`config.mk`:
```
export PLATFORM = sky130hd
export DESIGN_NAME = pfe_ram
export DESIGN_NICKNAME = d
export VERILOG_FILES = /design/src/design/assert_macros.svh /design/src/design/pfe_pkg.sv /design/src/design/pfe_ram.sv
export SDC_FILE = /design/constraint.sdc
export NUM_CORES = 2
export LEC_CHECK = 0
export BUFFER_PORTS_ARGS = -buffer_cell sky130_fd_sc_hd__clkbuf_2
export CAP_MARGIN = 10
export CORE_ASPECT_RATIO = 0.8
export CORE_MARGIN = 2
export CORE_UTILIZATION = 40
export CTS_CLUSTER_DIAMETER = 60
export DETAILED_ROUTE_END_ITERATION = 12
export PLACE_DENSITY = 0.6
export SLEW_MARGIN = 40
export SYNTH_ARGS = -nofsm -noshare
export SYNTH_HDL_FRONTEND = slang
export SYNTH_SLANG_ARGS = --single-unit
```
`constraint.sdc`:
```
create_clock -name clk_i -period 8.7 [get_ports clk_i]
set_input_delay 1.74 -clock clk_i [delete_from_list [all_inputs] [get_ports clk_i]]
set_output_delay 1.74 -clock clk_i [all_outputs]
set_load 0.05 [all_outputs]
```
`src/design/assert_macros.svh`:
```
// ----------------------------------------------------------------------------
// Assertion macros
// Clocked checks on clk_i with rst_ni low masking them.
// ----------------------------------------------------------------------------
`ifndef ASSERT_MACROS_SVH
`define ASSERT_MACROS_SVH

// condition holds at every edge out of reset
`define PFE_ASSERT(lbl, cond, msg) \
  lbl: assert property (@(posedge clk_i) disable iff (!rst_ni) (cond)) else $error(msg);

// antecedent implies consequent in the same cycle
`define PFE_ASSERT_IMPL(lbl, ante, cons, msg) \
  lbl: assert property (@(posedge clk_i) disable iff (!rst_ni) (ante) |-> (cons)) \
    else $error(msg);

`endif

```
`src/design/pfe_pkg.sv`:
```
// ----------------------------------------------------------------------------
// pfe_pkg
// Shared constants, codes and helpers of the postfix evaluator.
// ----------------------------------------------------------------------------
`timescale 1ns / 1ps

package pfe_pkg;

  localparam int unsigned DEF_STACK_DEPTH   = 32;
  localparam int unsigned DEF_VALUE_WIDTH   = 64;
  localparam int unsigned DEF_FRACTION_BITS = 32;

  localparam int unsigned DATA_W         = 64;
  localparam int unsigned CHAR_W         = 8;
  localparam int unsigned STATUS_W       = 3;
  localparam int unsigned FDIG_W         = 5;
  localparam int unsigned FRAC_DIGIT_CAP = 19;

  localparam logic [CHAR_W-1:0] CH_NUL   = 8'h00;
  localparam logic [CHAR_W-1:0] CH_SPACE = 8'h20;
  localparam logic [CHAR_W-1:0] CH_PLUS  = 8'h2B;
  localparam logic [CHAR_W-1:0] CH_MINUS = 8'h2D;
  localparam logic [CHAR_W-1:0] CH_STAR  = 8'h2A;
  localparam logic [CHAR_W-1:0] CH_SLASH = 8'h2F;
  localparam logic [CHAR_W-1:0] CH_POINT = 8'h2E;
  localparam logic [CHAR_W-1:0] CH_ZERO  = 8'h30;
  localparam logic [CHAR_W-1:0] CH_NINE  = 8'h39;

  typedef enum logic [2:0] {
    OP_NONE = 3'd0,
    OP_ADD  = 3'd1,
    OP_SUB  = 3'd2,
    OP_MUL  = 3'd3,
    OP_DIV  = 3'd4
  } op_e;

  typedef enum logic [STATUS_W-1:0] {
    ST_OK    = 3'd0,
    ST_FEW   = 3'd1,
    ST_DIV0  = 3'd2,
    ST_DEPTH = 3'd3,
    ST_FULL  = 3'd4,
    ST_OVF   = 3'd5
  } status_e;

  function automatic logic [DATA_W-1:0] mag_of(input logic [DATA_W-1:0] v);
    mag_of = v[DATA_W-1] ? (~v + DATA_W'(1)) : v;
  endfunction

  // {in range, two's complement value}
  function automatic logic [DATA_W:0] make_value(input logic [DATA_W-1:0] mag,
                                                 input logic              neg,
                                                 input int unsigned       vw);
    logic [DATA_W-1:0] lim;
    logic              ok;
    lim = DATA_W'(1) << (vw - 1);
    ok  = neg ? (mag <= lim) : (mag < lim);
    make_value = {ok, neg ? (~mag + DATA_W'(1)) : mag};
  endfunction

  function automatic logic [DATA_W-1:0] pow10(input logic [FDIG_W-1:0] n);
    case (n)
      5'd0:    pow10 = 64'd1;
      5'd1:    pow10 = 64'd10;
      5'd2:    pow10 = 64'd100;
      5'd3:    pow10 = 64'd1000;
      5'd4:    pow10 = 64'd10000;
      5'd5:    pow10 = 64'd100000;
      5'd6:    pow10 = 64'd1000000;
      5'd7:    pow10 = 64'd10000000;
      5'd8:    pow10 = 64'd100000000;
      5'd9:    pow10 = 64'd1000000000;
      5'd10:   pow10 = 64'd10000000000;
      5'd11:   pow10 = 64'd100000000000;
      5'd12:   pow10 = 64'd1000000000000;
      5'd13:   pow10 = 64'd10000000000000;
      5'd14:   pow10 = 64'd100000000000000;
      5'd15:   pow10 = 64'd1000000000000000;
      5'd16:   pow10 = 64'd10000000000000000;
      5'd17:   pow10 = 64'd100000000000000000;
      5'd18:   pow10 = 64'd1000000000000000000;
      default: pow10 = 64'd10000000000000000000;
    endcase
  endfunction

endpackage

```
`src/design/pfe_ram.sv`:
```
// ----------------------------------------------------------------------------
// pfe_ram
// Single-port-write, single-port-read RAM with registered read data.
// ----------------------------------------------------------------------------
`timescale 1ns / 1ps

module pfe_ram #(
  parameter int unsigned WIDTH = pfe_pkg::DEF_VALUE_WIDTH,
  parameter int unsigned DEPTH = pfe_pkg::DEF_STACK_DEPTH
) (
  input  logic                     clk_i,
  input  logic                     we_i,
  input  logic [$clog2(DEPTH)-1:0] waddr_i,
  input  logic [WIDTH-1:0]         wdata_i,
  input  logic                     re_i,
  input  logic [$clog2(DEPTH)-1:0] raddr_i,
  output logic [WIDTH-1:0]         rdata_o
);

  logic [WIDTH-1:0] mem [DEPTH];
  logic [WIDTH-1:0] rdata_q;

  always_ff @(posedge clk_i) begin
    if (we_i) begin
      mem[waddr_i] <= wdata_i;
    end
    if (re_i) begin
      rdata_q <= mem[raddr_i];
    end
  end

  assign rdata_o = rdata_q;

endmodule

```
Yosys cells after proc, flatten, opt, wreduce, memory -nomap -nowiden. Memory sizes are Yosys's and may differ from the RTL's. A register that Yosys moved wholly into a read port is not among the register bits. Cells that the tools add are included.

Mux-type cells: 2.

Operators with widths (number): $mux 1 (2).

Bits in registers: 0. Memory bits (writable): 2048. Input port bits: 77. Output and inout bits: 64. Logic and storage cells: 3. Memories: 1.

Memories: mem (words 32, width 64, read ports 1, clocked after Yosys merged registers in 1, write ports 1, RTL line pfe_ram.sv:20) `logic [WIDTH-1:0] mem [DEPTH];`.

Logic depth before layout (Yosys ltp).
Depth in word-level cells: 2. Mapped depth: 9. Depth with buffers taken out: 4.

Worst setup path before layout. OpenSTA, ideal clock, no wires.

Path type: input-to-reg. From: input port waddr_i[1]. To: memory mem[12][0] (netlist bit) (enable). Setup time: 0.486 ns. Data arrival time: 5.076 ns. Data required time: 8.214 ns. Setup slack: 3.138 ns. Cell stages on the path: 3. Buffers on the path: 1. Cell sequence: or3b_2 > clkbuf_1 > nor2_1.

RTL lines: from (decl) (RTL line pfe_ram.sv:13) `input logic [$clog2(DEPTH)-1:0] waddr_i,`; to (decl) (RTL line pfe_ram.sv:20).

Straight into the memory's write port.

==> results.txt <==
----------------------------------------------------
[CTS]
  Number of gates resized after CTS ... 0
  CTS H-tree lvls ... 4
  Clock insertion delay at the later pin of the skew report ... 0.83 ns
  Post-CTS setup buffer count ... 0
  TritonCTS clock tree ... yes
  Clock tree root driver cell ... clkbuf_16
  Count of clock tree sinks ... 2112
  Number of CTS-inserted buffers ... 200
  Clock transition at the registers of the reported paths ... 0.07 ns
  Maximum count of clock buffers along a single path ... 3
  Hold buffer count at CTS ... 0

[Power]
  Switch share ... 0.212
  IR drop worst, VDD ... 0.204 mV
  Fraction of power consumed by the clock network ... 0.407
  P_int ... 16.6 mW
  Combinational power share ... 0.051
  Sequential share of power ... 0.542
  Pwr per Cell Area ... 231 nW/um^2
  Switching pwr ... 4.47 mW
  Leakage power ... 28.1 nW

[Worst hold path]
  Path type of the worst min-delay path ... flip-flop to flip-flop

[STA]
  Final Hold Violating Endpoints ... 0
  Worst hold slack after final layout ... 0.900 ns
  Rel. slew slack ... 0.378
  Share of the clock period used by the worst path ... 0.477
  Peak clock frequency supported by timing ... 0.241 GHz
  Final setup viols ... 0
  Layout Skew ... 0.0225 ns
  Least setup slack across all paths after layout ... 4.55 ns
  Minimum period implied by the final worst setup slack ... 4.15 ns
  Max Transition Viols Final ... 0
  Setup TNS after final layout ... 0 ns
  Pin slew with the least headroom to its limit ... 0.934 ns
  RSZ-0062 raised after global routing ... no

[Global routing]
  Largest net degree at the start of global routing ... 110
  Gr usage total ... 0.196
  Initial antenna violation count ... 16
  Wire length of the first global-routing pass ... 278000 um
  Number of global-route vias before repair ... 35800
  Global route total overflow ... 0

[Critical path]
  Critical path's top delay family ... buffers and inverters
  Most numerous cell on the critical path ... mux4_2
  Critical Setup Path Class ... input port to flip-flop
  Largest stage delay on the critical path ... 0.57 ns
  Maximum fanout along the worst path ... 79
  Critical path cell sequence ... buf_8, buf_12, buf_4, mux4_2, mux4_2, mux2_2
  Worst endpoint required time ... 9.28 ns
  Buffering stage count on the worst path with inverters included ... 3
  CP arrival ... 4.73 ns
  Critical path launch point type ... input port
  Critical-path cell with the highest stage delay ... mux4_2
  Kind of capture point of the worst setup path ... flip-flop

[Floorplan]
  Number of rows created at floorplan ... 146
  Initial core utilization ... 0.402
  I/O pin cnt ... 141
  Total Die Area ... 203000 sq um
  Core area ... 198000 sq um
  Die span in y ... 403 um
  Die width ... 503 um

[Logic synthesis]
  Post-Synthesis Cell Area ... 79600 sq um
  Instance count of the mapped netlist ... 3097
  Fraction of registers with async set/reset ... 0
  Top cell type's share of synthesized area ... 0.797
  Most frequent cell after synthesis ... edfxtp_1
  Post-synthesis net count ... 3174
  Average cell area after synthesis ... 25.7 sq um
  Yosys warning count ... 0
  Number of unique standard cell types used by synthesis ... 30
  Top FF cell, synth ... edfxtp_1
  FF+latch count, synth ... 2112
  Synth cell count leaders ... edfxtp_1, mux4_2, mux2_2
  Cell taking the most area after synthesis ... edfxtp_1
  Biggest area contributors in the synthesized netlist ... edfxtp_1, mux4_2, mux2_2
  Register area share after synthesis ... 0.797
  Number of enable flip-flop cells after synthesis ... 2112

[Layout]
  Proportion of layout cells with a drive suffix above 1 ... 0.349
  Total non-filler cell area in the finished layout ... 91000 sq um
  Final design utilization ... 0.460
  Area added between synthesis and finish ... 14.3%
  Number of nets at the end of the flow ... 3467

[Placement]
  Total of buffers placed on input and output ports ... 140
  Post-place setup slack ... 3.68 ns
  Area after detailed placement ... 84500 sq um
  DPL Wire Length ... 95400 um
  Placer congestion estimate ... 0.699

[Route]
  Mean number of vias per cell ... 5.70
  Wire length per cell ... 31.8 um
  Number of design rule violations left after detail routing ... 0
  Post-route antenna net violation count ... 0
  Drt first-iter violations ... 4375
  Drt pass-1 iters ... 5
  Detailed-route wire length ... 198000 um
  Via count of the routed design ... 35500

[Run]
  Max-cap violations ... 0

[Outcome]
  Run status ... completed

----------------------------------------------------
[worst register-to-register path, cell delays in order, from the launching register on]
cell and delay (ns):
edfxtp_1 0.38, mux4_2 0.48, mux4_2 0.50, mux2_2 0.34
[registers in the layout, indices dropped and copies added (netlist names)]
register / count
mem: 2048
rdata_o: 64
[routing by layer]
layer | up-vias | global-route usage | wire length, um
met2 | 1372 | 0.313 | 97400
met3 | 277 | 0.0324 | 13200
met1 | 19700 | 0.284 | 83600
li1 | 14200 | - | -
met5 | - | 0 | 66
met4 | 12 | 0.0490 | 4080
[kinds of logic after synthesis]
kind of cell           after synthesis  synth area share
DFF                               2112             0.797
muxes                              714             0.186
buffers and inverters              157           0.00937
and+or+nand+nor                     64           0.00376
AOI/OAI and AO/OA                   50           0.00462
[final timing paths]
kind	startpoint	end	slack, ns	depth (start not counted)
min reg2reg	mem[20][36]	rdata_o[36]	0.90	4
max reg2reg	mem[20][28]	rdata_o[28]	6.74	3
max	raddr_i[0]	rdata_o[47]	4.55	6
min	mem[20][36]	rdata_o[36]	0.90	4
[area by class of cell]
| class | instances | area [sq um] |
|---|---|---|
| inverters | 1 | 3.75 |
| fillers | 16000 | 107000 |
| flip-flops and latches | 2112 | 63400 |
| well taps | 2664 | 3330 |
| clock inverters | 141 | 1210 |
| repair buffers | 247 | 2160 |
| diodes | 5 | 12.5 |
| multi-input cells | 828 | 15700 |
| clock buffers | 232 | 5170 |
[per-stage QoR]
step	total power, mW	instances
global placement	12.7	5825
global route	21.7	6228
floorplan	12.3	3097
detailed placement	12.7	5846
CTS	21.2	6219
finish	21.0	6230
[power groups by stage]
stage               combinational, mW  sequential [mW]  clock [mW]
floorplan                       0.568             11.7           0
global placement                 1.06             11.6           0
detailed placement               1.08             11.6           0
CTS                              1.08             11.4        8.73
global route                     1.14             11.4        9.12
finish                           1.07             11.4        8.57
[cells in the final DEF (no fill, tap or decap), drive strengths merged, types with 3 or more instances in the layout]
cell type,n
a211oi,3
a221oi,12
a22oi,3
and2,4
buf,113
bufinv,18
clkbuf,366
clkinv,107
clkinvlp,5
diode,5
edfxtp,2112
inv,12
mux2,74
mux2i,38
mux4,602
nand2,3
nand3b,5
nor2,41
nor2b,4
o211ai,3
o21ai,9
o221ai,3
o22ai,10
o2bb2ai,3
o31a,3
No activity file was read; power rests on OpenSTA's default activity.
