### config.mk
export PLATFORM = sky130hd
export DESIGN_NAME = pfe_mul
export DESIGN_NICKNAME = d
export VERILOG_FILES = /design/src/design/assert_macros.svh /design/src/design/pfe_pkg.sv /design/src/design/pfe_mul.sv
export SDC_FILE = /design/constraint.sdc
export NUM_CORES = 2
export LEC_CHECK = 0
export BUFFER_PORTS_ARGS = -buffer_cell sky130_fd_sc_hd__buf_2
export CORE_MARGIN = 10
export CORE_UTILIZATION = 30
export DETAILED_ROUTE_END_ITERATION = 10
export GPL_ROUTABILITY_DRIVEN = 0
export GPL_TIMING_DRIVEN = 0
export HOLD_SLACK_MARGIN = 0.08
export PLACE_DENSITY = 0.53
export SLEW_MARGIN = 20
export SYNTH_ARGS = -nofsm -noshare
export SYNTH_HDL_FRONTEND = slang
export SYNTH_SLANG_ARGS = --single-unit
### constraint.sdc
create_clock -name clk_i -period 15.2 [get_ports clk_i]
set_input_delay 3.04 -clock clk_i [delete_from_list [all_inputs] [get_ports clk_i]]
set_output_delay 3.04 -clock clk_i [all_outputs]
set_load 0.05 [all_outputs]
### src/design/assert_macros.svh
// ----------------------------------------------------------------------------
// Assertion macros
// Clocked checks on clk_i with rst_ni low masking them.
// ----------------------------------------------------------------------------
`ifndef ASSERT_MACROS_SVH
`define ASSERT_MACROS_SVH

// condition holds at every edge out of reset
`define PFE_ASSERT(lbl, cond, msg) \
  lbl: assert property (@(posedge clk_i) disable iff (!rst_ni) (cond)) else $error(msg);

// antecedent implies consequent in the same cycle
`define PFE_ASSERT_IMPL(lbl, ante, cons, msg) \
  lbl: assert property (@(posedge clk_i) disable iff (!rst_ni) (ante) |-> (cons)) \
    else $error(msg);

`endif

### src/design/pfe_pkg.sv
// ----------------------------------------------------------------------------
// pfe_pkg
// Shared constants, codes and helpers of the postfix evaluator.
// ----------------------------------------------------------------------------
`timescale 1ns / 1ps

package pfe_pkg;

  localparam int unsigned DEF_STACK_DEPTH   = 32;
  localparam int unsigned DEF_VALUE_WIDTH   = 64;
  localparam int unsigned DEF_FRACTION_BITS = 32;

  localparam int unsigned DATA_W         = 64;
  localparam int unsigned CHAR_W         = 8;
  localparam int unsigned STATUS_W       = 3;
  localparam int unsigned FDIG_W         = 5;
  localparam int unsigned FRAC_DIGIT_CAP = 19;

  localparam logic [CHAR_W-1:0] CH_NUL   = 8'h00;
  localparam logic [CHAR_W-1:0] CH_SPACE = 8'h20;
  localparam logic [CHAR_W-1:0] CH_PLUS  = 8'h2B;
  localparam logic [CHAR_W-1:0] CH_MINUS = 8'h2D;
  localparam logic [CHAR_W-1:0] CH_STAR  = 8'h2A;
  localparam logic [CHAR_W-1:0] CH_SLASH = 8'h2F;
  localparam logic [CHAR_W-1:0] CH_POINT = 8'h2E;
  localparam logic [CHAR_W-1:0] CH_ZERO  = 8'h30;
  localparam logic [CHAR_W-1:0] CH_NINE  = 8'h39;

  typedef enum logic [2:0] {
    OP_NONE = 3'd0,
    OP_ADD  = 3'd1,
    OP_SUB  = 3'd2,
    OP_MUL  = 3'd3,
    OP_DIV  = 3'd4
  } op_e;

  typedef enum logic [STATUS_W-1:0] {
    ST_OK    = 3'd0,
    ST_FEW   = 3'd1,
    ST_DIV0  = 3'd2,
    ST_DEPTH = 3'd3,
    ST_FULL  = 3'd4,
    ST_OVF   = 3'd5
  } status_e;

  function automatic logic [DATA_W-1:0] mag_of(input logic [DATA_W-1:0] v);
    mag_of = v[DATA_W-1] ? (~v + DATA_W'(1)) : v;
  endfunction

  // {in range, two's complement value}
  function automatic logic [DATA_W:0] make_value(input logic [DATA_W-1:0] mag,
                                                 input logic              neg,
                                                 input int unsigned       vw);
    logic [DATA_W-1:0] lim;
    logic              ok;
    lim = DATA_W'(1) << (vw - 1);
    ok  = neg ? (mag <= lim) : (mag < lim);
    make_value = {ok, neg ? (~mag + DATA_W'(1)) : mag};
  endfunction

  function automatic logic [DATA_W-1:0] pow10(input logic [FDIG_W-1:0] n);
    case (n)
      5'd0:    pow10 = 64'd1;
      5'd1:    pow10 = 64'd10;
      5'd2:    pow10 = 64'd100;
      5'd3:    pow10 = 64'd1000;
      5'd4:    pow10 = 64'd10000;
      5'd5:    pow10 = 64'd100000;
      5'd6:    pow10 = 64'd1000000;
      5'd7:    pow10 = 64'd10000000;
      5'd8:    pow10 = 64'd100000000;
      5'd9:    pow10 = 64'd1000000000;
      5'd10:   pow10 = 64'd10000000000;
      5'd11:   pow10 = 64'd100000000000;
      5'd12:   pow10 = 64'd1000000000000;
      5'd13:   pow10 = 64'd10000000000000;
      5'd14:   pow10 = 64'd100000000000000;
      5'd15:   pow10 = 64'd1000000000000000;
      5'd16:   pow10 = 64'd10000000000000000;
      5'd17:   pow10 = 64'd100000000000000000;
      5'd18:   pow10 = 64'd1000000000000000000;
      default: pow10 = 64'd10000000000000000000;
    endcase
  endfunction

endpackage

### src/design/pfe_mul.sv
// ----------------------------------------------------------------------------
// pfe_mul
// Unsigned 64x64 multiplier, one 32x32 partial product a cycle.
// ----------------------------------------------------------------------------
`timescale 1ns / 1ps

module pfe_mul (
  input  logic                        clk_i,
  input  logic                        rst_ni,
  input  logic                        start_i,
  input  logic [pfe_pkg::DATA_W-1:0]   x_i,
  input  logic [pfe_pkg::DATA_W-1:0]   y_i,
  output logic                        busy_o,
  output logic                        done_o,
  output logic [2*pfe_pkg::DATA_W-1:0] prod_o
);
  import pfe_pkg::*;

  localparam int unsigned HW = DATA_W / 2;
  localparam int unsigned PW = 2 * DATA_W;

  logic              busy_q, busy_d, done_q, done_d;
  logic [1:0]        step_q, step_d;
  logic [DATA_W-1:0] x_q, x_d, y_q, y_d;
  logic [PW-1:0]     acc_q, acc_d, pp_w;
  logic [HW-1:0]     xh, yh;
  logic [DATA_W-1:0] pp;
  logic [7:0]        sh;

  always_comb begin
    xh   = step_q[0] ? x_q[DATA_W-1:HW] : x_q[HW-1:0];
    yh   = step_q[1] ? y_q[DATA_W-1:HW] : y_q[HW-1:0];
    pp   = xh * yh;
    sh   = (8'(step_q[0]) + 8'(step_q[1])) * 8'(HW);
    pp_w = PW'(pp) << sh;

    busy_d = busy_q;
    done_d = 1'b0;
    step_d = step_q;
    x_d    = x_q;
    y_d    = y_q;
    acc_d  = acc_q;
    if (start_i) begin
      busy_d = 1'b1;
      step_d = '0;
      x_d    = x_i;
      y_d    = y_i;
      acc_d  = '0;
    end else if (busy_q) begin
      acc_d  = acc_q + pp_w;
      step_d = step_q + 2'd1;
      if (step_q == 2'd3) begin
        busy_d = 1'b0;
        done_d = 1'b1;
      end
    end
  end

  always_ff @(posedge clk_i or negedge rst_ni) begin
    if (!rst_ni) begin
      busy_q <= 1'b0;
      done_q <= 1'b0;
      step_q <= '0;
    end else begin
      busy_q <= busy_d;
      done_q <= done_d;
      step_q <= step_d;
    end
  end

  always_ff @(posedge clk_i) begin
    x_q   <= x_d;
    y_q   <= y_d;
    acc_q <= acc_d;
  end

  assign busy_o = busy_q;
  assign done_o = done_q;
  assign prod_o = acc_q;

endmodule

**Word level (Yosys, flattened, before mapping)**

Cells that the tools add are included.
Widths: inputs -> output; s select.

- Bits in registers: 260
- Bits of input ports: 131
- Output and inout bits: 130
- Word-level logic and storage cells: 23

- Add/sub/neg operators: 3
- Multipliers: 1
- Eq/ne operators: 1
- Shift operators: 1
- Mux-type cells: 10
- Reduce and logical (&&, ||, !) cells: 1

Operators by type and width:

| kind | count |
|---|---|
| $add 128x128->128 | 1 |
| $shl 64x7->128 | 1 |
| $mul 32x32->64 | 1 |
| $mux 32 | 2 |
| $mux 1 | 6 |
| $mux 2 | 2 |
| $add 1x1->2 | 1 |
| $add 2x1->2 const B | 1 |
| $eq 2x2->1 const B | 1 |
| $reduce_bool 2->1 | 1 |

**Longest topological paths before layout**

- Depth in word-level cells: 4
- Mapped depth: 50
- Mapped depth without buffers: 44

**Worst setup path after synthesis**

No wires, ideal clock.

- Kind: register to register
- Start: register step_q[1]
- End: register acc_q[113], in the netlist prod_o[113]
- Library setup time: 0.117 ns
- Arrival: 11.477 ns
- Data required time: 15.083 ns
- Path slack: 3.606 ns
- Cell stages (with the launch flop): 47
- Buffers on the path: 5
- Clock period less this slack: 11.594 ns
- Path through: dfrtp_1 clkbuf_1 buf_1 buf_1 mux2i_1 clkbuf_1 nor2_1 fa_1 inv_1 fa_1 inv_1 fa_1 fa_1 fa_1 fa_1 fa_1 inv_1 fa_1 [11 not listed] xnor2_1 mux2_2 nor2_1 ha_1 clkbuf_1 a21o_1 a21o_1 a21oi_1 o211ai_1 a21oi_1 o21ai_0 a221o_1 o21ai_1 o21ai_1 a21boi_2 nor3_1 or3_1 a32o_1

- Longest elaborated chain between the ends: 4
- Elaborated cells between the ends (all ways): 5
- Classes of those cells: add/sub: 2; mul: 1; shift: 1; mux: 1

RTL lines:

| item | RTL line | source |
|---|---|---|
| start: declaration | pfe_mul.sv:23 | `logic [1:0] step_q, step_d;` |
| start signal: assignment | pfe_mul.sv:67 | `step_q <= step_d;` |
| $mux 32 | pfe_mul.sv:32 | `yh = step_q[1] ? y_q[DATA_W-1:HW] : y_q[HW-1:0];` |
| $mul 32x32->64 | pfe_mul.sv:33 | `pp = xh * yh;` |
| $shl 64x7->128 (*) | pfe_mul.sv:35 | `pp_w = PW'(pp) << sh;` |
| $add 128x128->128 (*) | pfe_mul.sv:50 | `acc_d = acc_q + pp_w;` |
| end signal: assignment | pfe_mul.sv:74 | `acc_q <= acc_d;` |
| end: declaration | pfe_mul.sv:25 | `logic [PW-1:0] acc_q, acc_d, pp_w;` |

Mark *: on every way between the ends. The rest lies on a longest branch, timed or not.
A chain may end at the register's enable or synchronous reset.

**Worst setup path after layout**

- Start: register step_q[0]
- End: register acc_q[116], in the netlist prod_o[116]

- Longest elaborated chain between the ends: 4
- Elaborated cells between the ends (all ways): 5
- Classes of those cells: add/sub: 2; mul: 1; shift: 1; mux: 1

RTL lines:

| item | RTL line | source |
|---|---|---|
| $mux 32 | pfe_mul.sv:31 | `xh = step_q[0] ? x_q[DATA_W-1:HW] : x_q[HW-1:0];` |
| $mul 32x32->64 | pfe_mul.sv:33 |  |
| $shl 64x7->128 (*) | pfe_mul.sv:35 |  |
| $add 128x128->128 (*) | pfe_mul.sv:50 |  |

Marked as above.

==> flow_summary.yaml <==
placement:
  preCtsSetupSlack_ps: -521.0
  placed_cell_area_sq_mm: 0.05475
  place_hpwl_mm: 179.0
  port_buffers: 260
timing:
  fin_crit_sh: 0.9727
  fin_skew_ps: 59.21
  min_period_ps: 14780
  worstMarginPinSlew_ps: 1257
  hold_ws_ps: 523.0
  setup_slack_ps: 415.3
  hold_viol: 0
  rsz0062_at_grt: "no"
  max_freq_mhz: 67.64
  relSlewSlack: 0.1618
  slew_viol_final: 0
  setup_viol: 0
yosys:
  yosysWarnings: 0
  avgSynthCellArea_sq_um: 8.771
  syn_nets: 7171
  synth.area.top_cells: "fa_1 36%, ha_1 9.7%, edfxtp_1 7.6%"
  ys_seq_elements: 260
  synth.distinct_cells: 83
  synth.yosys.seq_area_share: 0.1290
  synth_top_area_frac: 0.3559
  ys.flop_type: "edfxtp_1"
  synth_cells: 5752
  synth_top_cell_by_area: "fa_1"
  synth_edf_count: 128
  syn_area_sq_mm: 0.05045
  async_reset_ff_frac: 0.01538
grt:
  gr-total-overflow: 0
  grt_max_degree: 68
  grt_pass1_wl_mm: 305.8
  grt_pass1_vias: 44520
  track_usage: 0.2223
  antenna_found_initial: 5
worst_setup_path:
  worst_path_most_repeated_cell: "fa_1"
  critPathSlowestCell: "clkbuf_1"
  cp-start-kind: "register"
  crit_start: "step_q[0]"
  crit_required_ps: 15710
  cp-end-kind: "register"
  path_class: "register to register"
  slowest_delay_ps: 730
  critPathMaxFanout: 10
  reg2reg_depth: 44
  crit_path_end: "prod_o[116]"
  arrival_ps: 15300
  r2r_end: "prod_o[116]"
  reg2reg_from: "step_q[0]"
  reg2reg_slack_ps: 420
final_layout:
  final_util: 0.3360
  final_cell_mix: "897 x fa_1, 895 x inv_1, 847 x nor2_1"
  fin_area_sq_mm: 0.05619
  final_common_cell: "fa_1"
  nets: 7477
  nFillCells: 17550
  areaGrowthSynthToFinish_pct: 11.37
  regArea_sq_mm: 0.006506
  layout-drive-gt1-share: 0.08332
  multi_input_area_sq_mm: 0.03962
clock_network:
  post_cts_buffers: 0
  cts.sinks: 260
  clockBufferDepth: 3
  htree_levels: 2
  ctsHoldBuffers: 0
  tritoncts: "done"
  insertion_delay_ps: 680
  cts_buffers: 37
  root_buffer: "clkbuf_16"
  clkSlewWorstSetupHoldPaths_ps: 60
detailed_routing:
  ant_nets: 0
  wl_per_cell_um: 25.23
  drtIter0Drc: 4012
  routed_wl_mm: 209.2
  remaining_drc_errors: 0
  drt_pass1_iterations: 6
  viasPerCell: 5.214
  vias: 43220
min_path:
  hold_path_class: "register to register"
floorplan:
  dieHeight_um: 430.1
  initial_utilization: 0.3017
  coreArea_sq_mm: 0.1672
  die_width_um: 430.1
  pin_count: 261
  row_count: 150
  dieArea_sq_mm: 0.1850
flow_run:
  max-cap-violations: 0
status:
  status: "finished clean"
==> flip-flops by register name, indices dropped and copies added (netlist names) <==
| register | flops |
|---|---|
| prod_o | 128 |
| x_q | 64 |
| y_q | 64 |
| step_q | 2 |
| busy_o | 1 |
| done_o | 1 |
==> how the worst min path moves through the flow <==
stage,from,end,cells after the start
after CTS,prod_o[105],prod_o[105],1
after detailed placement,prod_o[97],prod_o[97],1
after floorplan,prod_o[4],prod_o[4],2
final,prod_o[113],prod_o[113],1
after global placement,prod_o[113],prod_o[113],1
after global routing,prod_o[97],prod_o[97],1
==> kinds of logic after synthesis <==
logic type      Yosys count  share of synthesized area
flops                   260                     0.1290
mux                     216                    0.04461
simple gates           1786                     0.1482
buf+inv                1213                    0.09034
compound gates          808                     0.1036
xor+xnor                181                    0.03142
fa+ha+maj              1288                     0.4529
==> what timing repair did <==
action / 4_1_cts / 5_1_grt
endpoints found under the setup margin: 15 / 19
gates resized for setup: 5 / 57
pin swaps: 0 / 0
==> area by class of cell <==
cell class / instances / share of cell area
Clock buffer: 47 / 0.01768
Timing Repair Buffer: 268 / 0.02525
Clock inverter: 19 / 0.005121
Tap cell: 2204 / 0.04908
Buffer: 316 / 0.02209
Inverter: 896 / 0.05985
Sequential cell: 260 / 0.1158
Multi-Input combinational cell: 4279 / 0.7051
Antenna cell: 1 / 0.00004453
==> synth_stat cells (all sizes together) (5+ instances only) <==
cell type / instances
a31oi: 18
o21ai: 134
and2: 51
a41oi: 7
a211oi: 20
a31o: 5
o21a: 15
o211ai: 16
or2: 7
a21boi: 12
a21oi: 266
inv: 895
o22ai: 30
nor3b: 5
and3: 19
xnor2: 113
nand3: 35
o221ai: 5
buf: 28
a22o: 49
ha: 391
nor2: 848
clkbuf: 289
dfxtp: 128
mux2i: 145
a21o: 126
nor4: 8
or3: 7
nor2b: 23
o31a: 5
o21bai: 42
nand2b: 23
xor2: 68
nor3: 37
fa: 897
and4: 5
nand2: 625
edfxtp: 128
mux2: 71
o31ai: 17
nand4: 76
a221oi: 7
==> layer usage <==
layer	track usage	wire (um)	share of wire
met1	0.2761	80270	0.38
met2	0.3586	94360	0.45
met3	0.04628	19220	0.092
met4	0.1240	15290	0.073
met5	0	39	0.00019
==> worst max-delay path: cells and delay by family, from the launching register on <==
family                   cells  cell delay, ps
adder cells (fa/ha/maj)     10            5000
AO/OA/AOI/OAI               17            4760
buffers and inverters        7            2280
AND/OR/NAND/NOR              7            1090
multiplexers                 2             880
flip-flops                   1             430
XOR/XNOR                     1             170
==> stage by stage <==
stage,setup TNS [ps],cells
after floorplan,0,5752
after global placement,-38460,8216
after global routing,0,8289
after detailed placement,-2777,8224
after CTS,0,8290
final,0,8290
Power is left out: the tool's default activity adds up to more than one toggle a clock period on the data nets, which glitch-free logic cannot reach.
