**src/design/assert_macros.svh**
```systemverilog
// ----------------------------------------------------------------------------
// Assertion macros
// Clocked checks on clk_i with rst_ni low masking them.
// ----------------------------------------------------------------------------
`ifndef ASSERT_MACROS_SVH
`define ASSERT_MACROS_SVH

// condition holds at every edge out of reset
`define PFE_ASSERT(lbl, cond, msg) \
  lbl: assert property (@(posedge clk_i) disable iff (!rst_ni) (cond)) else $error(msg);

// antecedent implies consequent in the same cycle
`define PFE_ASSERT_IMPL(lbl, ante, cons, msg) \
  lbl: assert property (@(posedge clk_i) disable iff (!rst_ni) (ante) |-> (cons)) \
    else $error(msg);

`endif

```
**src/design/pfe_pkg.sv**
```systemverilog
// ----------------------------------------------------------------------------
// pfe_pkg
// Shared constants, codes and helpers of the postfix evaluator.
// ----------------------------------------------------------------------------
`timescale 1ns / 1ps

package pfe_pkg;

  localparam int unsigned DEF_STACK_DEPTH   = 32;
  localparam int unsigned DEF_VALUE_WIDTH   = 64;
  localparam int unsigned DEF_FRACTION_BITS = 32;

  localparam int unsigned DATA_W         = 64;
  localparam int unsigned CHAR_W         = 8;
  localparam int unsigned STATUS_W       = 3;
  localparam int unsigned FDIG_W         = 5;
  localparam int unsigned FRAC_DIGIT_CAP = 19;

  localparam logic [CHAR_W-1:0] CH_NUL   = 8'h00;
  localparam logic [CHAR_W-1:0] CH_SPACE = 8'h20;
  localparam logic [CHAR_W-1:0] CH_PLUS  = 8'h2B;
  localparam logic [CHAR_W-1:0] CH_MINUS = 8'h2D;
  localparam logic [CHAR_W-1:0] CH_STAR  = 8'h2A;
  localparam logic [CHAR_W-1:0] CH_SLASH = 8'h2F;
  localparam logic [CHAR_W-1:0] CH_POINT = 8'h2E;
  localparam logic [CHAR_W-1:0] CH_ZERO  = 8'h30;
  localparam logic [CHAR_W-1:0] CH_NINE  = 8'h39;

  typedef enum logic [2:0] {
    OP_NONE = 3'd0,
    OP_ADD  = 3'd1,
    OP_SUB  = 3'd2,
    OP_MUL  = 3'd3,
    OP_DIV  = 3'd4
  } op_e;

  typedef enum logic [STATUS_W-1:0] {
    ST_OK    = 3'd0,
    ST_FEW   = 3'd1,
    ST_DIV0  = 3'd2,
    ST_DEPTH = 3'd3,
    ST_FULL  = 3'd4,
    ST_OVF   = 3'd5
  } status_e;

  function automatic logic [DATA_W-1:0] mag_of(input logic [DATA_W-1:0] v);
    mag_of = v[DATA_W-1] ? (~v + DATA_W'(1)) : v;
  endfunction

  // {in range, two's complement value}
  function automatic logic [DATA_W:0] make_value(input logic [DATA_W-1:0] mag,
                                                 input logic              neg,
                                                 input int unsigned       vw);
    logic [DATA_W-1:0] lim;
    logic              ok;
    lim = DATA_W'(1) << (vw - 1);
    ok  = neg ? (mag <= lim) : (mag < lim);
    make_value = {ok, neg ? (~mag + DATA_W'(1)) : mag};
  endfunction

  function automatic logic [DATA_W-1:0] pow10(input logic [FDIG_W-1:0] n);
    case (n)
      5'd0:    pow10 = 64'd1;
      5'd1:    pow10 = 64'd10;
      5'd2:    pow10 = 64'd100;
      5'd3:    pow10 = 64'd1000;
      5'd4:    pow10 = 64'd10000;
      5'd5:    pow10 = 64'd100000;
      5'd6:    pow10 = 64'd1000000;
      5'd7:    pow10 = 64'd10000000;
      5'd8:    pow10 = 64'd100000000;
      5'd9:    pow10 = 64'd1000000000;
      5'd10:   pow10 = 64'd10000000000;
      5'd11:   pow10 = 64'd100000000000;
      5'd12:   pow10 = 64'd1000000000000;
      5'd13:   pow10 = 64'd10000000000000;
      5'd14:   pow10 = 64'd100000000000000;
      5'd15:   pow10 = 64'd1000000000000000;
      5'd16:   pow10 = 64'd10000000000000000;
      5'd17:   pow10 = 64'd100000000000000000;
      5'd18:   pow10 = 64'd1000000000000000000;
      default: pow10 = 64'd10000000000000000000;
    endcase
  endfunction

endpackage

```
**src/design/pfe_div.sv**
```systemverilog
// ----------------------------------------------------------------------------
// pfe_div
// Restoring divider, one quotient bit a cycle, rounded to nearest:
// round(num * 2^FRACTION_BITS / den), with overflow past the value range.
// ----------------------------------------------------------------------------
`timescale 1ns / 1ps

module pfe_div #(
  parameter int unsigned VALUE_WIDTH   = pfe_pkg::DEF_VALUE_WIDTH,
  parameter int unsigned FRACTION_BITS = pfe_pkg::DEF_FRACTION_BITS
) (
  input  logic                      clk_i,
  input  logic                      rst_ni,
  input  logic                      start_i,
  input  logic [pfe_pkg::DATA_W-1:0] num_i,
  input  logic [pfe_pkg::DATA_W-1:0] den_i,
  output logic                      busy_o,
  output logic                      done_o,
  output logic                      ok_o,
  output logic [pfe_pkg::DATA_W-1:0] mag_o
);
  import pfe_pkg::*;

  localparam int unsigned Steps = DATA_W + FRACTION_BITS;
  localparam int unsigned CntW  = $clog2(Steps + 1);
  localparam int unsigned QW    = VALUE_WIDTH + 1;
  localparam logic [QW-1:0] QLim = QW'(1) << (VALUE_WIDTH - 1);

  logic              busy_q, busy_d, round_q, round_d, done_q, done_d, ovf_q, ovf_d;
  logic [CntW-1:0]   cnt_q, cnt_d;
  logic [DATA_W-1:0] num_q, num_d, den_q, den_d, rem_q, rem_d;
  logic [QW-1:0]     quo_q, quo_d, quo_sh, quo_inc;
  logic [DATA_W:0]   rem_sh, rem_sub;
  logic              qbit;

  always_comb begin
    rem_sh  = {rem_q, num_q[DATA_W-1]};
    rem_sub = rem_sh - {1'b0, den_q};
    qbit    = rem_sh >= {1'b0, den_q};
    quo_sh  = {quo_q[QW-2:0], qbit};
    quo_inc = quo_q + QW'(1);

    busy_d  = busy_q;
    round_d = round_q;
    done_d  = 1'b0;
    ovf_d   = ovf_q;
    cnt_d   = cnt_q;
    num_d   = num_q;
    den_d   = den_q;
    rem_d   = rem_q;
    quo_d   = quo_q;

    if (start_i) begin
      busy_d  = 1'b1;
      round_d = 1'b0;
      ovf_d   = 1'b0;
      cnt_d   = '0;
      num_d   = num_i;
      den_d   = den_i;
      rem_d   = '0;
      quo_d   = '0;
    end else if (busy_q && !round_q) begin
      num_d = num_q << 1;
      rem_d = qbit ? rem_sub[DATA_W-1:0] : rem_sh[DATA_W-1:0];
      if (!ovf_q) begin
        quo_d = quo_sh;
        ovf_d = quo_sh > QLim;
      end
      cnt_d = cnt_q + CntW'(1);
      if (cnt_q == CntW'(Steps - 1)) begin
        round_d = 1'b1;
      end
    end else if (busy_q) begin
      busy_d  = 1'b0;
      round_d = 1'b0;
      done_d  = 1'b1;
      if (!ovf_q && ({rem_q, 1'b0} >= {1'b0, den_q})) begin
        quo_d = quo_inc;
        ovf_d = quo_inc > QLim;
      end
    end
  end

  always_ff @(posedge clk_i or negedge rst_ni) begin
    if (!rst_ni) begin
      busy_q  <= 1'b0;
      round_q <= 1'b0;
      done_q  <= 1'b0;
      ovf_q   <= 1'b0;
      cnt_q   <= '0;
    end else begin
      busy_q  <= busy_d;
      round_q <= round_d;
      done_q  <= done_d;
      ovf_q   <= ovf_d;
      cnt_q   <= cnt_d;
    end
  end

  always_ff @(posedge clk_i) begin
    num_q <= num_d;
    den_q <= den_d;
    rem_q <= rem_d;
    quo_q <= quo_d;
  end

  assign busy_o = busy_q;
  assign done_o = done_q;
  assign ok_o   = !ovf_q;
  assign mag_o  = DATA_W'(quo_q);

endmodule

```
**config.mk**
```make
export PLATFORM = sky130hd
export DESIGN_NAME = pfe_div
export DESIGN_NICKNAME = d
export VERILOG_FILES = /design/src/design/assert_macros.svh /design/src/design/pfe_pkg.sv /design/src/design/pfe_div.sv
export SDC_FILE = /design/constraint.sdc
export NUM_CORES = 1
export LEC_CHECK = 0
export ABC_AREA = 1
export BUFFER_PORTS_ARGS = -buffer_cell sky130_fd_sc_hd__buf_2
export CAP_MARGIN = 10
export CORE_MARGIN = 1
export CORE_UTILIZATION = 47
export CTS_CLUSTER_DIAMETER = 50
export DETAILED_ROUTE_END_ITERATION = 10
export GPL_ROUTABILITY_DRIVEN = 0
export HOLD_SLACK_MARGIN = 0.15
export PLACE_DENSITY_LB_ADDON = 0.12
export REMOVE_ABC_BUFFERS = 1
export SETUP_SLACK_MARGIN = 0.4
export SYNTH_ARGS = -nofsm -noshare
export SYNTH_HDL_FRONTEND = slang
export SYNTH_SLANG_ARGS = --single-unit
export TNS_END_PERCENT = 100
```
**constraint.sdc**
```tcl
create_clock -name clk_i -period 3.9 [get_ports clk_i]
set_clock_uncertainty 0.1 [all_clocks]
set_input_delay 0.585 -clock clk_i [delete_from_list [all_inputs] [get_ports clk_i]]
set_output_delay 0.585 -clock clk_i [all_outputs]
set_load 0.1 [all_outputs]
```
Yosys cells after proc, flatten, opt, wreduce, memory -nomap -nowiden
Cells that the tools add are included.

Bitwise logic cells: 0. $add $sub $neg: 3. Order comparisons: 4. Div/mod/pow operators: 0. Shifts and indexed selects: 0. $mul: 0. Reduce and logical (&&, ||, !) cells: 12. Mux-type cells: 23. Equal/unequal tests: 4.

Operator list (number): $mux 65 (4); $mux 64 (3); $ge 65x64->1 (2); $gt 65x64->1 const B (2); $add 65x1->65 const B (1); $sub 64x64->64 (1); $mux 1 (14); $mux 7 (2); $add 7x1->7 const B (1); $eq 7x7->1 const B (1); $reduce_bool 2->1 (3); $reduce_bool 3->1 (2); $ne 2x2->1 const B (2); $reduce_and 2->1 (2); $ne 3x2->1 const B (1); $reduce_and 3->1 (1); $logic_and 1x1->1 (2); $logic_not 1->1 (2).

Output and inout port bits: 67. Latch bits: 0. Memory bits (read-only): 0. Bits in registers: 268. Memories kept: 0. RAM bits: 0.

Logic depth before layout (Yosys ltp)
Gate-level depths: netlist of run 1.

Depth in word-level cells: 6. Gate-level depth with buffers: 18.

Worst setup path after synthesis of run 1
Ideal clock, no wire load.

Path kind: register to register. From: register busy_q (netlist: busy_o). To: register cnt_q[0]. Stages on the path, launching flop included: 9. Period minus slack after synthesis: 3723 ps. Path buffers: 1. Setup slack: 177 ps. Arrival time: 3491 ps. Cells stage by stage: dfrtp_1 > inv_1 > nor2_1 > inv_2 > nand2_1 > inv_2 > clkbuf_1 > nand2_1 > o21ai_0.

Longest elaborated chain between the ends: 2.

Ends and longest elaborated chain: from (decl) (RTL line pfe_div.sv:29) `logic busy_q, busy_d, round_q, round_d, done_q, done_d, ovf_q, ovf_d;`; from (signal assigned) (RTL line pfe_div.sv:92) `busy_q <= busy_d;`; $logic_and 1x1->1 (RTL line pfe_div.sv:62) `end else if (busy_q && !round_q) begin`; $reduce_bool 2->1 (no line); to (signal assigned) (RTL line pfe_div.sv:96) `cnt_q <= cnt_d;`; to (decl) (RTL line pfe_div.sv:30) `logic [CntW-1:0] cnt_q, cnt_d;`.

Every way passes these cells. A chain may end at the register's enable or synchronous reset.

Worst setup path in the final report of run 1
From: register den_q[26]. To: register rem_q[17].

Longest elaborated chain between the ends: 2.

Ends and longest elaborated chain: from (decl) (RTL line pfe_div.sv:31) `logic [DATA_W-1:0] num_q, num_d, den_q, den_d, rem_q, rem_d;`; from (signal assigned) (RTL line pfe_div.sv:102) `den_q <= den_d;`; $ge 65x64->1 (RTL line pfe_div.sv:39) `qbit = rem_sh >= {1'b0, den_q};`; $mux 64 (RTL line pfe_div.sv:64) `rem_d = qbit ? rem_sub[DATA_W-1:0] : rem_sh[DATA_W-1:0];`; to (signal assigned) (RTL line pfe_div.sv:103) `rem_q <= rem_d;`; to (decl) (RTL line pfe_div.sv:31).

Every way passes these cells.

==> flow_metrics.py, run 1 <==
metrics = {
    "status": {
        "status": "completed",
    },
    "sta": {
        "fin_crit_ns": 3.20,
        "finalHoldViolations": 0,
        "final-max-slew-violation-count": 0,
        "fin_tns_setup_ns": 0,
        "hold_slack_ns": 0.191,
        "fin_ws_ns": 0.698,
        "rsz0062_at_grt": "false",
        "slew_headroom_pct": 21.7,
        "worstMarginPinSlew_ns": 1.17,
        "fmax_ghz": 0.312,
        "period_share_pct": 82.1,
        "setup_violations": 0,
    },
    "power_and_ir_drop": {
        "p_leak_nw": 9.46,
        "max-vdd-ir-drop_mv": 1.28,
        "power.density_nw_per_um2": 540,
    },
    "route": {
        "ant_nets": 0,
        "drt_iter0_markers": 1350,
        "wl_per_cell_microns": 16.3,
        "drc": 0,
        "dr.pass1.iters": 6,
        "num_vias": 18300,
        "wirelength_microns": 56300,
        "via_per_inst": 5.31,
    },
    "yosys": {
        "netlist_area_sq_um": 18500,
        "netlist_instances": 2725,
        "synth_ff_type": "dfxtp_1",
        "synth-async-reset-ratio_pct": 4.10,
        "syn_avg_cell_area_sq_um": 6.78,
        "yosysWarnings": 0,
        "synth_cell_types": 50,
        "seq_area_frac_synth_pct": 36.3,
        "ys_ff_latch": 268,
        "synth_edf_count": 128,
    },
    "clocking": {
        "clk-insertion-delay-late_ns": 0.56,
        "cts_buffers": 37,
        "clockRootBuffer": "clkbuf_16",
        "path_clk_slew_ns": 0.05,
        "clockBufferDepth": 3,
        "cts_tree": "built",
        "htree_levels": 2,
        "post_cts_buffers": 0,
        "numClockSinks": 268,
    },
    "die": {
        "die_w_microns": 200,
        "dieArea_sq_um": 40100,
        "dieHeight_microns": 200,
        "core_area_sq_um": 38700,
        "rows": 72,
        "initial_core_util_pct": 47.7,
        "io-pin-count": 198,
    },
    "worst_setup_path": {
        "cp_max_fo": 35,
        "cp.arrival_ns": 3.55,
        "crit_required_ns": 4.24,
        "crit_path_start_kind": "flip-flop",
        "worstSetupEndpointType": "flip-flop",
        "crit_type": "reg -> reg",
    },
    "layout": {
        "drive_gt1_share_pct": 10.9,
        "nNetsFinal": 3098,
        "n_fill_cell": 3935,
        "diodes": 0,
        "fin_util_pct": 54.9,
        "syn_to_final_growth_pct": 15.0,
    },
    "global_routing": {
        "first_global_vias": 17500,
        "grt_start_max_net_pins": 102,
        "antenna_found_initial": 2,
        "grt_usage_pct": 27.8,
        "overflow": 0,
        "grt_pass1_wl_microns": 90000,
    },
    "hold_path": {
        "hold_path.class": "in -> reg",
    },
    "placement": {
        "port_buffers": 197,
        "dp_hpwl_microns": 42300,
        "dp_slack_ns": 0.753,
    },
    "flow_run": {
        "maxCapViolations": 0,
    },
}
-- where the power goes --
part	switching, mW	internal [mW]	total (mW)
logic	3.28	0.937	4.21
registers	0.542	3.35	3.90
clock network	1.38	1.98	3.37
total	5.20	6.27	11.5
-- worst max-delay path: stages, from the launching register on --
cell      delay, ns
edfxtp_1       0.32
inv_1          0.05
ha_1           0.36
a21oi_1        0.26
o21a_1         0.17
o21ai_0        0.12
a21oi_1        0.16
nand2_1        0.12
nand2_1        0.18
nand3_4        0.37
inv_1          0.51
nand2_1        0.10
a32o_1         0.24
-- cells in the final DEF, fill, tap and decap left out, types with 35 or more instances in the layout --
| cell | n |
|---|---|
| nand2_1 | 837 |
| nor2_1 | 330 |
| inv_1 | 284 |
| o21ai_0 | 221 |
| buf_2 | 196 |
| a21oi_1 | 169 |
| dfxtp_1 | 129 |
| edfxtp_1 | 128 |
| nand3_1 | 92 |
| ha_1 | 67 |
| dlygate4sd3_1 | 64 |
| xor2_1 | 50 |
| nand4_1 | 44 |
| clkbuf_16 | 37 |
| o21ai_1 | 35 |
-- metal layers --
metal | up-vias | track usage (%) | wire length [microns] | part of all wire, %
li1 | 9183 | - | - | -
met1 | 8310 | 35.1 | 24500 | 44
met2 | 637 | 46.0 | 25500 | 45
met3 | 170 | 4.39 | 3380 | 6.0
met4 | 4 | 14.4 | 2890 | 5.1
met5 | - | 0 | 26 | 0.046
-- worst paths after layout --
path,slack [ns],startpoint,end,depth (start not counted)
worst max-delay path,0.70,den_q[26],rem_q[17],12
max in group asynchronous,3.11,rst_ni,cnt_q[0],2
worst min-delay path,0.19,den_i[60],den_q[60],1
min in group asynchronous,0.39,rst_ni,cnt_q[5],2
worst min register to register,0.37,rem_q[15],rem_q[15],2
worst max register to register,0.70,den_q[26],rem_q[17],12
-- Yosys cell counts (9+ instances only) --
master    instances  area (sq um)
nand2_1         838          3150
dfrtp_1          11           275
edfxtp_1        128          3840
clkbuf_1         42           158
a21oi_1         169           846
a21o_1            9          67.6
xor2_1           50           438
o21ai_0         221          1110
xnor2_1          23           201
o211ai_1         16           120
nor3_1           19          95.1
buf_6             9           101
o21bai_1         11          82.6
nand4_1          44           275
buf_2             9          45.0
ha_1             67           838
nor2_2           13          81.3
dfxtp_1         129          2580
o21ai_1          35           175
inv_1           285          1070
a31oi_1          21           131
nand3_1          92           460
buf_4            71           533
nor2_1          332          1250
-- area by class of cell --
cell class	count	area (sq um)	area share, %
repair buffers	274	1750	8.24
well taps	518	648	3.05
clock buffers	41	941	4.43
flip-flops and latches	268	6700	31.5
inverters	294	1110	5.21
clock inverters	27	274	1.29
multi-input cells	2024	9830	46.2
-- cells by family (layout without fill, tap and decap cells) --
| group | after synthesis | after routing | synth area share [%] |
|---|---|---|---|
| DFF | 268 | 268 | 36.3 |
| adders and majority gates | 68 | 68 | 4.64 |
| xor gates and xnor gates | 73 | 73 | 3.46 |
| buffers and inverters | 433 | 636 | 10.7 |
| and+or+nand+nor | 1380 | 1380 | 30.3 |
| AOI/OAI and AO/OA | 503 | 503 | 14.6 |
-- stage by stage --
| step | cells | total power [mW] | cell area, sq um |
|---|---|---|---|
| 2_1_floorplan | 2586 | 7.07 | 17600 |
| 3_3_place_gp | 3314 | 8.03 | 19400 |
| 3_5_place_dp | 3314 | 8.06 | 19400 |
| 4_1_cts | 3446 | 11.5 | 21300 |
| 5_1_grt | 3446 | 12.0 | 21300 |
| 6_report | 3446 | 11.5 | 21300 |
-- sequential cells by signal, summed over array words and instances, names as in the netlist --
name / flops
rem_q: 64
busy_o: 1
ovf_q: 1
den_q: 64
num_q: 64
round_q: 1
cnt_q: 7
done_o: 1
quo_q: 65
-- what timing repair did --
action | CTS | global route
gates resized for setup | 0 | 0
endpoints found under the setup margin | 0 | 0
endpoints found under the hold margin | 74 | 0
hold buffers | 64 | 0
(Power assumes the default switching activity.)
==> run 2: changes to the inputs <==
==> constraint.sdc (replaced) <==
create_clock -name clk_i -period 2.9 [get_ports clk_i]
set_clock_uncertainty 0.1 [all_clocks]
set_input_delay 0.435 -clock clk_i [delete_from_list [all_inputs] [get_ports clk_i]]
set_output_delay 0.435 -clock clk_i [all_outputs]
set_load 0.1 [all_outputs]
==> flow_metrics.py, run 2 (same netlist as run 1, synthesis figures left out) <==
metrics = {
    "status": {
        "status": "completed",
    },
    "clocking": {
        "cts_tree": "built",
        "clk-insertion-delay-late_ns": 0.57,
        "clockRootBuffer": "clkbuf_16",
        "clockBufferDepth": 3,
        "numClockSinks": 268,
        "path_clk_slew_ns": 0.06,
        "cts_buffers": 38,
        "htree_levels": 2,
    },
    "sta": {
        "slew_headroom_pct": 60.3,
        "fin_tns_setup_ns": 0,
        "finalHoldViolations": 0,
        "fin_ws_ns": 0.159,
        "period_share_pct": 94.5,
        "rsz0062_at_grt": "true",
        "final-max-slew-violation-count": 0,
        "fmax_ghz": 0.365,
        "setup_violations": 0,
        "fin_crit_ns": 2.74,
        "worstMarginPinSlew_ns": 0.595,
    },
    "worst_setup_path": {
        "critPathTopFamily": "simple AND/OR/NAND/NOR gates",
        "critPathMaxStageDelay_ns": 0.33,
        "rrSetupSlack_ns": 0.16,
        "crit_required_ns": 3.26,
        "cp.arrival_ns": 3.10,
        "reg2regPathDepth": 15,
        "cp.buffers_inverters": 5,
        "regToRegEndpoint": "quo_q[63]",
        "cp_max_fo": 7,
        "crit_path_start_kind": "flip-flop",
        "worstSetupEndpointType": "flip-flop",
        "crit_chain": "inv_1, ha_4, nand2_1, inv_1, nand3_2, nor2_4, and3_4, nand4_1, nand4_1, nand2_4, buf_12, buf_12, buf_16, a211oi_2, nor2_1",
        "crit_type": "reg -> reg",
        "reg2reg_from": "den_q[9]",
        "cpMaxStageDelayCell": "edfxtp_1",
        "crit_cells": 15,
    },
    "die": {
        "dieHeight_microns": 200,
        "die_w_microns": 200,
        "initial_core_util_pct": 47.7,
        "core_area_sq_um": 38700,
        "io-pin-count": 198,
        "dieArea_sq_um": 40100,
        "rows": 72,
    },
    "global_routing": {
        "antenna_found_initial": 0,
        "met3_usage_pct": 5.09,
        "grt_start_max_net_pins": 134,
        "use_met2_pct": 50.9,
        "first_global_vias": 19400,
        "grt_usage_pct": 30.5,
        "overflow": 0,
        "groute.layer.met1.usage_pct": 36.8,
        "grt_pass1_wl_microns": 98900,
        "top_usage_layer": "met2",
    },
    "placement": {
        "port_buffers": 197,
        "dp_slack_ns": -0.167,
        "dp_hpwl_microns": 42800,
    },
    "route": {
        "wirelength_microns": 69700,
        "wl_per_cell_microns": 18.8,
        "via_per_inst": 5.65,
        "ant_nets": 0,
        "drt_iter0_markers": 1873,
        "num_vias": 21000,
        "dr.pass1.iters": 6,
        "drc": 0,
    },
    "layout": {
        "layout_commonest_cell": "nand2_1",
        "syn_to_final_growth_pct": 45.1,
        "drive_gt1_share_pct": 32.9,
        "final_cell_mix": "718 x nand2_1, 237 x nor2_1, 228 x inv_1, 196 x buf_2, 150 x buf_4",
        "regMostFlops": "quo_q",
        "fin_util_pct": 69.2,
        "largest_reg_flops": 65,
        "nNetsFinal": 3358,
    },
    "power_and_ir_drop": {
        "total_power_mw": 17.5,
        "max-vdd-ir-drop_mv": 1.23,
        "power.density_nw_per_um2": 653,
        "p_leak_nw": 11.4,
    },
    "flow_run": {
        "maxCapViolations": 0,
    },
    "hold_path": {
        "hold_path.class": "in -> async",
    },
}
run 2: layout make-up:
cell class / instances / area (sq um)
flip-flops and latches: 268 / 6780
well taps: 518 / 648
fillers: 3116 / 11900
clock buffers: 48 / 1030
inverters: 294 / 1120
multi-input cells: 2024 / 12400
diodes: 2 / 5.00
clock inverters: 22 / 270
repair buffers: 533 / 4560
run 2: where the power goes:
group | switching (mW) | leakage, nW | internal (mW)
sequential | 0.711 | 2.55 | 4.58
clock | 1.86 | 0.629 | 2.92
combinational | 5.26 | 8.26 | 2.18
total | 7.83 | 11.4 | 9.68
run 2: through the flow:
stage,cell area (sq um),std cells,hold slack [ns]
3_3_place_gp,19800,3360,0.216
3_5_place_dp,19800,3360,0.223
5_1_grt,26800,3707,0.231
6_report,26800,3709,0.249
2_1_floorplan,17600,2586,0.0394
4_1_cts,24300,3617,0.209
run 2: how the worst max path moves through the flow:
stage	endpoint	from
floorplan	ovf_q	busy_o
global placement	rem_q[62]	den_q[0]
detailed placement	rem_q[62]	den_q[0]
CTS	rem_q[39]	den_q[46]
global route	quo_q[63]	den_q[9]
finish	quo_q[63]	den_q[9]
run 2: repair_timing:
action / in CTS / in global routing
setup endpoints to repair: 130 / 130
hold endpoints to repair: 139 / 0
gates cloned: 6 / 22
pin swaps: 65 / 182
hold buffers: 129 / 0
setup buffers: 52 / 68
resized for setup: 288 / 515
run 2: per-layer routing:
layer	up-vias	wire (microns)
met3	375	5920
li1	9716	-
met2	1113	32300
met1	9758	26400
met4	0	5160
met5	-	0
==> run 3: changes to the inputs <==
--- a/config.mk
+++ b/config.mk
@@ -8,8 +8,9 @@
 export ABC_AREA = 1
 export BUFFER_PORTS_ARGS = -buffer_cell sky130_fd_sc_hd__buf_2
 export CAP_MARGIN = 10
+export CORE_ASPECT_RATIO = 1.2
 export CORE_MARGIN = 1
-export CORE_UTILIZATION = 47
+export CORE_UTILIZATION = 39
 export CTS_CLUSTER_DIAMETER = 50
 export DETAILED_ROUTE_END_ITERATION = 10
 export GPL_ROUTABILITY_DRIVEN = 0
==> constraint.sdc (replaced) <==
create_clock -name clk_i -period 2.87 [get_ports clk_i]
set_clock_uncertainty 0.1 [all_clocks]
set_input_delay 0.4305 -clock clk_i [delete_from_list [all_inputs] [get_ports clk_i]]
set_output_delay 0.4305 -clock clk_i [all_outputs]
set_load 0.1 [all_outputs]
==> flow_metrics.py, run 3 (same netlist as run 1, synthesis figures left out) <==
metrics = {
    "sta": {
        "rsz0062_at_grt": "true",
        "fin_ws_ns": 0.188,
        "slew_headroom_pct": 54.4,
        "worstMarginPinSlew_ns": 0.684,
        "setup_violations": 0,
        "fin_crit_ns": 2.68,
        "period_share_pct": 93.4,
        "final-max-slew-violation-count": 0,
        "fmax_ghz": 0.373,
        "finalHoldViolations": 0,
    },
    "worst_setup_path": {
        "cp_max_fo": 5,
        "crit_type": "reg -> reg",
        "cp.arrival_ns": 3.03,
        "reg2regPathDepth": 16,
        "crit_required_ns": 3.22,
        "crit_path_start_kind": "flip-flop",
        "worstSetupEndpointType": "flip-flop",
    },
    "status": {
        "status": "completed",
    },
    "global_routing": {
        "grt_usage_pct": 27.2,
        "grt_start_max_net_pins": 96,
        "first_global_vias": 19700,
        "antenna_found_initial": 1,
        "grt_pass1_wl_microns": 103000,
        "overflow": 0,
    },
    "clocking": {
        "path_clk_slew_ns": 0.06,
        "htree_levels": 2,
        "clockBufferDepth": 3,
        "clockRootBuffer": "clkbuf_16",
        "clk-insertion-delay-late_ns": 0.57,
        "cts_tree": "built",
        "cts_buffers": 36,
        "numClockSinks": 268,
    },
    "power_and_ir_drop": {
        "power.density_nw_per_um2": 643,
        "max-vdd-ir-drop_mv": 1.36,
        "p_leak_nw": 11.4,
        "total_power_mw": 17.2,
    },
    "layout": {
        "largest_reg_flops": 65,
        "n_fill_cell": 4387,
        "regMostFlops": "quo_q",
        "nNetsFinal": 3393,
        "layout_commonest_cell": "nand2_1",
        "syn_to_final_growth_pct": 44.6,
        "drive_gt1_share_pct": 31.2,
        "fin_util_pct": 57.0,
        "final_cell_mix": "741 x nand2_1, 249 x inv_1, 238 x nor2_1, 196 x buf_2, 177 x buf_4",
    },
    "die": {
        "core_area_sq_um": 46900,
        "dieArea_sq_um": 48300,
        "io-pin-count": 198,
        "initial_core_util_pct": 39.4,
        "rows": 87,
        "dieHeight_microns": 240,
        "die_w_microns": 201,
    },
    "route": {
        "via_per_inst": 5.21,
        "dr.pass1.iters": 6,
        "drt_iter0_markers": 1116,
        "ant_nets": 0,
        "wl_per_cell_microns": 17.7,
        "drc": 0,
        "num_vias": 20000,
        "wirelength_microns": 68100,
    },
    "placement": {
        "dp_slack_ns": -0.211,
        "dp_hpwl_microns": 47400,
        "port_buffers": 197,
    },
    "hold_path": {
        "hold_path.class": "in -> async",
    },
    "flow_run": {
        "maxCapViolations": 0,
    },
}
## run 3: cell types whose count changed in the layout (fill, tap and decap cells not counted), sizes merged
cell,delta
inv,-1
dlygate4sd3,+1
clkbuf,-8
buf,+47
clkinv,-2
diode,-1
bufinv,-4
## run 3: final cells by class
class | count | area (sq um) | area share [%]
multi-input cells | 2024 | 12100 | 45.4
flip-flops and latches | 268 | 6780 | 25.4
repair buffers | 570 | 4800 | 18.0
inverters | 294 | 1130 | 4.22
clock buffers | 51 | 987 | 3.69
well taps | 623 | 779 | 2.92
clock inverters | 15 | 129 | 0.482
diodes | 1 | 2.50 | 0.00936
## run 3: stage by stage
step | hold WS [ns] | TNS [ns] | instance area, sq um | instances
after floorplan | 0.0349 | -462.69 | 17600 | 2586
after global placement | 0.215 | -1.09 | 20500 | 3534
after detailed placement | 0.217 | -1.12 | 20500 | 3534
after CTS | 0.187 | 0 | 25100 | 3804
after global routing | 0.227 | 0 | 26700 | 3846
final | 0.219 | 0 | 26700 | 3846
## run 3: critical path, cell delays in order (launching register included)
cell and delay, ns:
edfxtp_1 0.32, inv_1 0.06, ha_4 0.29, nand2_1 0.10
inv_2 0.09, nand2_1 0.10, nor2_2 0.16, nand2_2 0.09
nor2_4 0.16, nand4_1 0.13, nand4_1 0.17, nand2_4 0.12
buf_12 0.16, buf_12 0.13, buf_16 0.13, a211oi_2 0.18
nor2_1 0.06
## run 3: what timing repair did
action	in CTS	in global routing
gates resized for setup	329	413
hold buffers	130	0
buffers inserted	63	34
cloned	11	7
endpoints found under the hold margin	140	0
endpoints found under the setup margin	130	130
pin swaps	73	88
## run 3: routing by layer
layer	vias up	share of wire, %	global-route usage (%)
met4	0	6.0	15.5
met1	9370	39	30.5
li1	9787	-	-
met3	233	5.2	3.80
met2	659	50	49.3
met5	-	0	0
## run 3: power breakdown
group	internal, mW	switching, mW	leakage [nW]
Sequential	4.63	0.721	2.55
Combinational	2.27	5.27	8.33
Clock	2.44	1.85	0.537
## run 3: worst paths after layout
kind                                 from         to  slack [ns]
max in group asynchronous          rst_ni   cnt_q[1]        2.24
worst min-delay path               rst_ni     busy_o        0.22
worst max-delay path            den_q[56]  quo_q[63]        0.19
worst max register to register  den_q[56]  quo_q[63]        0.19
min in group clk_i               rem_q[8]   rem_q[8]        0.37
worst min register to register   rem_q[8]   rem_q[8]        0.37
